$ cat src/design/atme_pkg.sv
// shared types, constants and helpers for the affine transform matrix engine
package atme_pkg;

    localparam int FRAC_BITS = 16;
    localparam int DATA_W    = 32;
    localparam int PROD_W    = 2 * DATA_W;
    localparam int TERM_W    = PROD_W - FRAC_BITS;
    localparam int ACC_W     = TERM_W + 2;
    localparam int IDX_W     = 4;

    localparam logic signed [DATA_W-1:0] FX_ONE  = DATA_W'(64'd1 << FRAC_BITS);
    localparam logic signed [DATA_W-1:0] FX_ZERO = '0;
    localparam logic signed [DATA_W-1:0] SAT_MAX = {1'b0, {(DATA_W-1){1'b1}}};
    localparam logic signed [DATA_W-1:0] SAT_MIN = {1'b1, {(DATA_W-1){1'b0}}};

    // diagonal entries of a column-major 4x4 matrix
    localparam logic [IDX_W-1:0] IDX_D0 = 4'd0;
    localparam logic [IDX_W-1:0] IDX_D1 = 4'd5;
    localparam logic [IDX_W-1:0] IDX_D2 = 4'd10;
    localparam logic [IDX_W-1:0] IDX_D3 = 4'd15;
    // translation column, rows 0..2
    localparam logic [IDX_W-1:0] IDX_T0 = 4'd12;
    localparam logic [IDX_W-1:0] IDX_T1 = 4'd13;
    localparam logic [IDX_W-1:0] IDX_T2 = 4'd14;
    localparam logic [IDX_W-1:0] IDX_LAST = 4'd15;

    typedef enum logic [2:0] {
        CMD_CLEAR     = 3'd0,
        CMD_LOAD      = 3'd1,
        CMD_TRANSLATE = 3'd2,
        CMD_SCALE     = 3'd3,
        CMD_POINT     = 3'd4,
        CMD_DIRECTION = 3'd5
    } cmd_t;

    // control travelling alongside one multiply-accumulate term
    typedef struct packed {
        logic             valid;
        logic             first;
        logic             last;
        logic             fin;
        logic [IDX_W-1:0] dest;
    } mac_ctl_t;

    function automatic logic signed [DATA_W-1:0] ident_entry(input logic [IDX_W-1:0] idx);
        logic signed [DATA_W-1:0] v;
        v = FX_ZERO;
        if (idx == IDX_D0 || idx == IDX_D1 || idx == IDX_D2 || idx == IDX_D3)
        begin
            v = FX_ONE;
        end
        return v;
    endfunction

endpackage

$ cat src/design/atme_mac.sv
// shared fixed-point multiply-accumulate unit with saturation
module atme_mac
    import atme_pkg::*;
(
    input  logic                     clk,
    input  logic                     rst_n,
    input  mac_ctl_t                 issue,
    input  logic signed [DATA_W-1:0] op_a,
    input  logic signed [DATA_W-1:0] op_b,
    output mac_ctl_t                 res,
    output logic signed [DATA_W-1:0] res_val
);

    mac_ctl_t                 a_ctl_reg, b_ctl_reg, c_ctl_reg, d_ctl_reg;
    logic signed [DATA_W-1:0] opa_reg, opb_reg;
    logic signed [PROD_W-1:0] prod_reg;
    logic signed [TERM_W-1:0] term_reg;
    logic signed [ACC_W-1:0]  acc_reg;
    logic signed [ACC_W-1:0]  acc_next;
    logic signed [PROD_W-1:0] rnd;
    logic [ACC_W-DATA_W:0]    hi;

    // control pipeline
    always_ff @(posedge clk or negedge rst_n)
    begin
        if (!rst_n)
        begin
            a_ctl_reg <= '0;
            b_ctl_reg <= '0;
            c_ctl_reg <= '0;
            d_ctl_reg <= '0;
        end
        else
        begin
            a_ctl_reg <= issue;
            b_ctl_reg <= a_ctl_reg;
            c_ctl_reg <= b_ctl_reg;
            d_ctl_reg <= c_ctl_reg;
        end
    end

    // round toward zero: bias negative products before the shift
    assign rnd = prod_reg + PROD_W'({FRAC_BITS{prod_reg[PROD_W-1]}});

    always_comb
    begin
        acc_next = (c_ctl_reg.first ? ACC_W'(0) : acc_reg)
                 + {{(ACC_W-TERM_W){term_reg[TERM_W-1]}}, term_reg};
    end

    always_ff @(posedge clk)
    begin
        opa_reg  <= op_a;
        opb_reg  <= op_b;
        prod_reg <= opa_reg * opb_reg;
        term_reg <= rnd[PROD_W-1:FRAC_BITS];
        if (c_ctl_reg.valid)
        begin
            acc_reg <= acc_next;
        end
    end

    // saturate the finished sum to 32 bits
    assign hi = acc_reg[ACC_W-1:DATA_W-1];

    always_comb
    begin
        res       = d_ctl_reg;
        res.valid = d_ctl_reg.valid && d_ctl_reg.last;
        if ((&hi) || !(|hi))
        begin
            res_val = acc_reg[DATA_W-1:0];
        end
        else if (acc_reg[ACC_W-1])
        begin
            res_val = SAT_MIN;
        end
        else
        begin
            res_val = SAT_MAX;
        end
    end

endmodule

$ cat config.mk
export PLATFORM = sky130hd
export DESIGN_NAME = atme_mac
export DESIGN_NICKNAME = d
export VERILOG_FILES = /design/src/design/atme_pkg.sv /design/src/design/atme_mac.sv
export SDC_FILE = /design/constraint.sdc
export NUM_CORES = 2
export LEC_CHECK = 0
export BUFFER_PORTS_ARGS = -buffer_cell sky130_fd_sc_hd__buf_2
export CAP_MARGIN = 40
export CORE_MARGIN = 4
export CORE_UTILIZATION = 50
export CTS_BUF_LIST = sky130_fd_sc_hd__clkbuf_16
export CTS_CLUSTER_DIAMETER = 200
export DETAILED_ROUTE_END_ITERATION = 10
export PLACE_DENSITY = 0.66
export SYNTH_ARGS = -nofsm -noshare
export SYNTH_HDL_FRONTEND = slang
export SYNTH_SLANG_ARGS = --single-unit
$ cat constraint.sdc
create_clock -name clk -period 12.8 [get_ports clk]
set_clock_uncertainty 0.2 [all_clocks]
set_input_delay 0.64 -clock clk [delete_from_list [all_inputs] [get_ports clk]]
set_output_delay 0.64 -clock clk [all_outputs]
set_load 0.005 [all_outputs]
* Yosys cells after proc, flatten, opt, wreduce, memory -nomap -nowiden *
Cells that the tools add are included.

word-level totals
  register bits = 258
  latch bits = 0
  RAM bits = 0
  memory bits (read-only) = 0
  input bits = 74
  output and inout bits = 40
  word-level logic and storage cells = 36
  memories kept = 0

operators by class
  $add $sub $neg = 2
  $mul = 1
  divide/modulo/power cells = 0
  $lt $le $gt $ge = 0
  eq/ne operators = 0
  shifts and indexed selects = 0
  multiplexer cells = 3
  bitwise gates (word level) = 0
  reductions and logical operators = 5

operator list
  operator             number
  $add A64 B16 Y64     1
  $mul A32 B32 Y64     1
  $mux W32             2
  $add A50 B50 Y50     1
  $mux W50             1
  $reduce_and A19 Y1   1
  $reduce_or A19 Y1    1
  $logic_and A1 B1 Y1  1
  $logic_not A1 Y1     1
  $logic_or A1 B1 Y1   1

* Depth between registers and ports, before layout *
  word-level depth = 4
  depth in mapped cells = 30
  gate-level depth less buffers = 28

* Least setup slack after synthesis *
No wires, ideal clock.

  path kind = reg-to-reg
  from = register opb_reg[2]
  to = register prod_reg[61]
  setup time = 0.127 ns
  data arrival time = 7.403 ns
  required time = 12.473 ns
  setup slack = 5.070 ns
  cell stages (with the launch flop) = 25
  buffers on the path = 2
  period minus slack after synthesis = 7.730 ns
  cell sequence = dfxtp_1 clkbuf_1 nand2_1 inv_1 fa_1 fa_1 fa_1 fa_1 fa_1 fa_1 fa_1 fa_1 ha_1 clkbuf_1 a21o_1 a211oi_1 a21boi_0 o21a_1 o22a_1 o21a_1 o2bb2ai_1 o211a_1 a31oi_2 and4b_1 or3_1

between the ends
  cells in the longest elaborated chain, start to end = 1

RTL lines
  element                   RTL line        RTL
  start: declaration        atme_mac.sv:15  logic signed [DATA_W-1:0] opa_reg, opb_reg;
  start signal: assignment  atme_mac.sv:54  opb_reg <= op_b;
  $mul A32 B32 Y64          atme_mac.sv:55  prod_reg <= opa_reg * opb_reg;
  end signal: assignment    atme_mac.sv:55
  end: declaration          atme_mac.sv:16  logic signed [PROD_W-1:0] prod_reg;

Every way passes these cells.
A chain may end at the register's enable or synchronous reset.

* Worst setup path after layout *
  from = register opa_reg[16]
  to = register prod_reg[61]

between the ends
  cells in the longest elaborated chain, start to end = 1

RTL lines
  element                   RTL line        RTL
  start: declaration        atme_mac.sv:15
  start signal: assignment  atme_mac.sv:53  opa_reg <= op_a;
  $mul A32 B32 Y64          atme_mac.sv:55

Every way passes these cells.

==> impl_metrics.tcl <==
set metrics [dict create \
    grt_pass1_wl_um 190300 \
    die_w_um 311.6 \
    coreArea_um2 91520 \
    finalHoldViolations 0 \
    max_stage_delay_ns 0.93 \
    post_cts_buffers 0 \
    grt_usage_pct 24.94 \
    crit_family "adder cells" \
    drive_above_1_share_pct 5.222 \
    die_area_um2 97100 \
    finalCritPeriodShare_pct 66.86 \
    hpwlAfterDp_um 90330 \
    crit_chain "nand2_1 -> fa_1 -> fa_1 -> fa_1 -> fa_1 -> inv_1 -> fa_1 -> inv_1 -> fa_1 -> inv_1 -> fa_1 -> fa_1 -> ha_1 -> nand2_1 -> or3_1 -> o41ai_4 -> o31ai_2 -> o21a_1 -> o2bb2ai_1 -> o211a_1 -> a31oi_2 -> nor4b_1 -> or3_1" \
    fmax_ghz 0.1169 \
    synth.distinct_cells 70 \
    dr.pass1.iters 6 \
    slew_headroom_pct 36.87 \
    rsz0062_at_grt "no" \
    pin_count 114 \
    clk_pin_slew_worst_paths_ns 0.06 \
    clockBufferDepth 3 \
    grt_pass1_vias 34450 \
    cp_slowest_cell "dfxtp_2" \
    route.detailed.drc 0 \
    maxCapViolCount 0 \
    top_layer "met4" \
    dp_worst_setup_slack_ns 4.220 \
    endpoint_kind "flip-flop" \
    critPathArrivalTime_ns 8.84 \
    grt_max_degree 47 \
    grt-ovfl-total 0 \
    gp_congestion 0.8941 \
    path_max_fanout 32 \
    drv_slew 0 \
    cts_resized 0 \
    post-route-min-period_ns 8.558 \
    syn_area_per_cell_um2 9.775 \
    wl_met1_um 50400 \
    syn_nets 6120 \
    synthArstFlopShare_pct 12.40 \
    syn_inst 4715 \
    routedWlPerCell_um 19.45 \
    crit_path_start_kind "flip-flop" \
    synthToLayoutAreaGrowth_pct 7.313 \
    finalSetupTns_ns 0 \
    wl_met2_um 50900 \
    cts_buffers 34 \
    min_path_type "input pin to flip-flop" \
    start_util_pct 50.36 \
    ys.flop_type "dfxtp_1" \
    cts_sinks 258 \
    port_buffers 113 \
    r2r_slack_ns 4.24 \
    dr_wl_met3_um 12440 \
    row_count 111 \
    worst_pin_slew_ns 0.9470 \
    status "finished clean" \
    cp.required_ns 13.08 \
    critical_path_buf_inv_count 3 \
    routed_via_density 5.258 \
    worst_slack_ns 4.242 \
    worstSkewPairLatency_ns 0.61 \
    ys_seq_elements 258 \
    antenna_left 0 \
    clockRootBuffer "clkbuf_16" \
    cts_tree "built" \
    drt_iter0_markers 1866 \
    setup_viol 0 \
    cts_max_level 2 \
    ys_warn_count 0 \
    num_vias 31410 \
    yosysSeqAreaShare_pct 12.64 \
    synth_area_um2 46090 \
    largest_reg_flops 64 \
    die_h_um 311.6 \
    path_class "flip-flop to flip-flop" \
    cp_common_cell "fa_1" \
    final_nets 6167 \
    antenna_found_initial 0 \
    synth_edf_count 50 \
    whs_ns 0.05657 \
    wirelength_um 116200 \
]
==> cell families (layout without fill, tap and decap cells) <==
group                    count (synthesis)  in the layout  synth area share (%)
flip-flops                             258            258                 12.64
other                                    0              1                     0
buffers and inverters                 1208           1280                 9.949
multiplexers                             2              2               0.04344
AND/OR/NAND/NOR                       1385           1385                 15.19
XOR/XNOR                               162            162                 3.078
adder cells (fa/ha/maj)               1331           1331                 53.77
AO/OA/AOI/OAI                          369            369                 5.329
==> cell usage in the layout (no fill, tap or decap), types with 10 or more instances in the layout <==
| cell | n |
|---|---|
| and3_1 | 14 |
| buf_4 | 55 |
| nor2_1 | 95 |
| nand2_1 | 555 |
| ha_1 | 248 |
| dfxtp_2 | 13 |
| clkbuf_16 | 34 |
| a21o_1 | 84 |
| nand3_1 | 36 |
| nand2b_1 | 18 |
| nor3_1 | 20 |
| nand4_1 | 23 |
| o21ai_0 | 55 |
| fa_1 | 1083 |
| edfxtp_1 | 50 |
| o21bai_1 | 21 |
| nor4_1 | 10 |
| o21a_1 | 23 |
| dfxtp_1 | 163 |
| dlygate4sd3_1 | 72 |
| buf_2 | 113 |
| a21oi_1 | 112 |
| dfrtp_1 | 31 |
| xnor2_1 | 108 |
| xor2_1 | 54 |
| inv_1 | 982 |
| nor2b_1 | 63 |
| and2_1 | 534 |
==> per-stage QoR <==
stage          utilization, %  instances  area (um2)
2_1_floorplan               -       4715       46090
3_3_place_gp            52.08       5838       47660
3_5_place_dp            52.11       5840       47700
4_1_cts                 54.04       5973       49460
5_1_grt                 54.04       5973       49460
6_report                54.04       5974       49460
==> repair_timing <==
item	in CTS	in global routing
hold endpoints to repair	103	0
setup endpoints to repair	0	0
hold buffers	72	0
==> routing by layer <==
layer / vias to the layer above / GRT usage (%)
met4: 0 / 5.294
met3: 157 / 8.266
met2: 1193 / 37.96
li1: 14050 / -
met1: 16020 / 35.15
met5: - / 0
==> synthesized netlist by cell type (5+ instances only) <==
library cell,number,share of area [%]
o21ai_0,55,0.60
edfxtp_1,50,3.3
xor2_1,54,1.0
nor3_1,20,0.22
nand3_1,36,0.39
nor2b_1,63,0.86
nor2_1,96,0.78
and2_1,534,7.2
a211o_1,7,0.13
xnor2_1,108,2.1
and3_1,14,0.19
nand4_1,23,0.31
a21boi_0,5,0.081
dfrtp_1,32,1.7
a31oi_1,8,0.11
o21bai_1,21,0.34
dfxtp_1,176,7.6
a21oi_1,112,1.2
o21a_1,23,0.37
nand2b_1,18,0.24
buf_4,8,0.13
fa_1,1083,47
ha_1,248,6.7
nand2_1,555,4.5
o31ai_1,7,0.11
a211oi_1,5,0.081
inv_1,976,7.9
a21o_1,84,1.4
nor4_1,10,0.14
clkbuf_1,214,1.7
==> layout make-up <==
cell class	instances	area [um2]
fill	8119	42060
multi-input combinational	3249	35690
sequential	258	5843
inverter	977	3667
timing repair buffer	242	1734
tap	1186	1484
clock buffer	34	850.8
clock inverter	27	190.2
antenna	1	2.502
==> path summary, 6_finish.rpt <==
check / start / to / depth (start not counted)
setup / recovery: opa_reg[16]$_DFF_P_ / prod_reg[61]$_DFF_P_ / 23
hold / removal: op_b[3] / opb_reg[3]$_DFF_P_ / 1
setup reg to reg: opa_reg[16]$_DFF_P_ / prod_reg[61]$_DFF_P_ / 23
hold reg to reg: b_ctl_reg[6]$_DFF_PN0_ / c_ctl_reg[6]$_DFF_PN0_ / 0
max in group asynchronous: rst_n / c_ctl_reg[7]$_DFF_PN0_ / 2
min in group asynchronous: rst_n / b_ctl_reg[1]$_DFF_PN0_ / 2
Power is left out: the tool's default activity adds up to more than one toggle a clock period on the data nets, which glitch-free logic cannot reach.
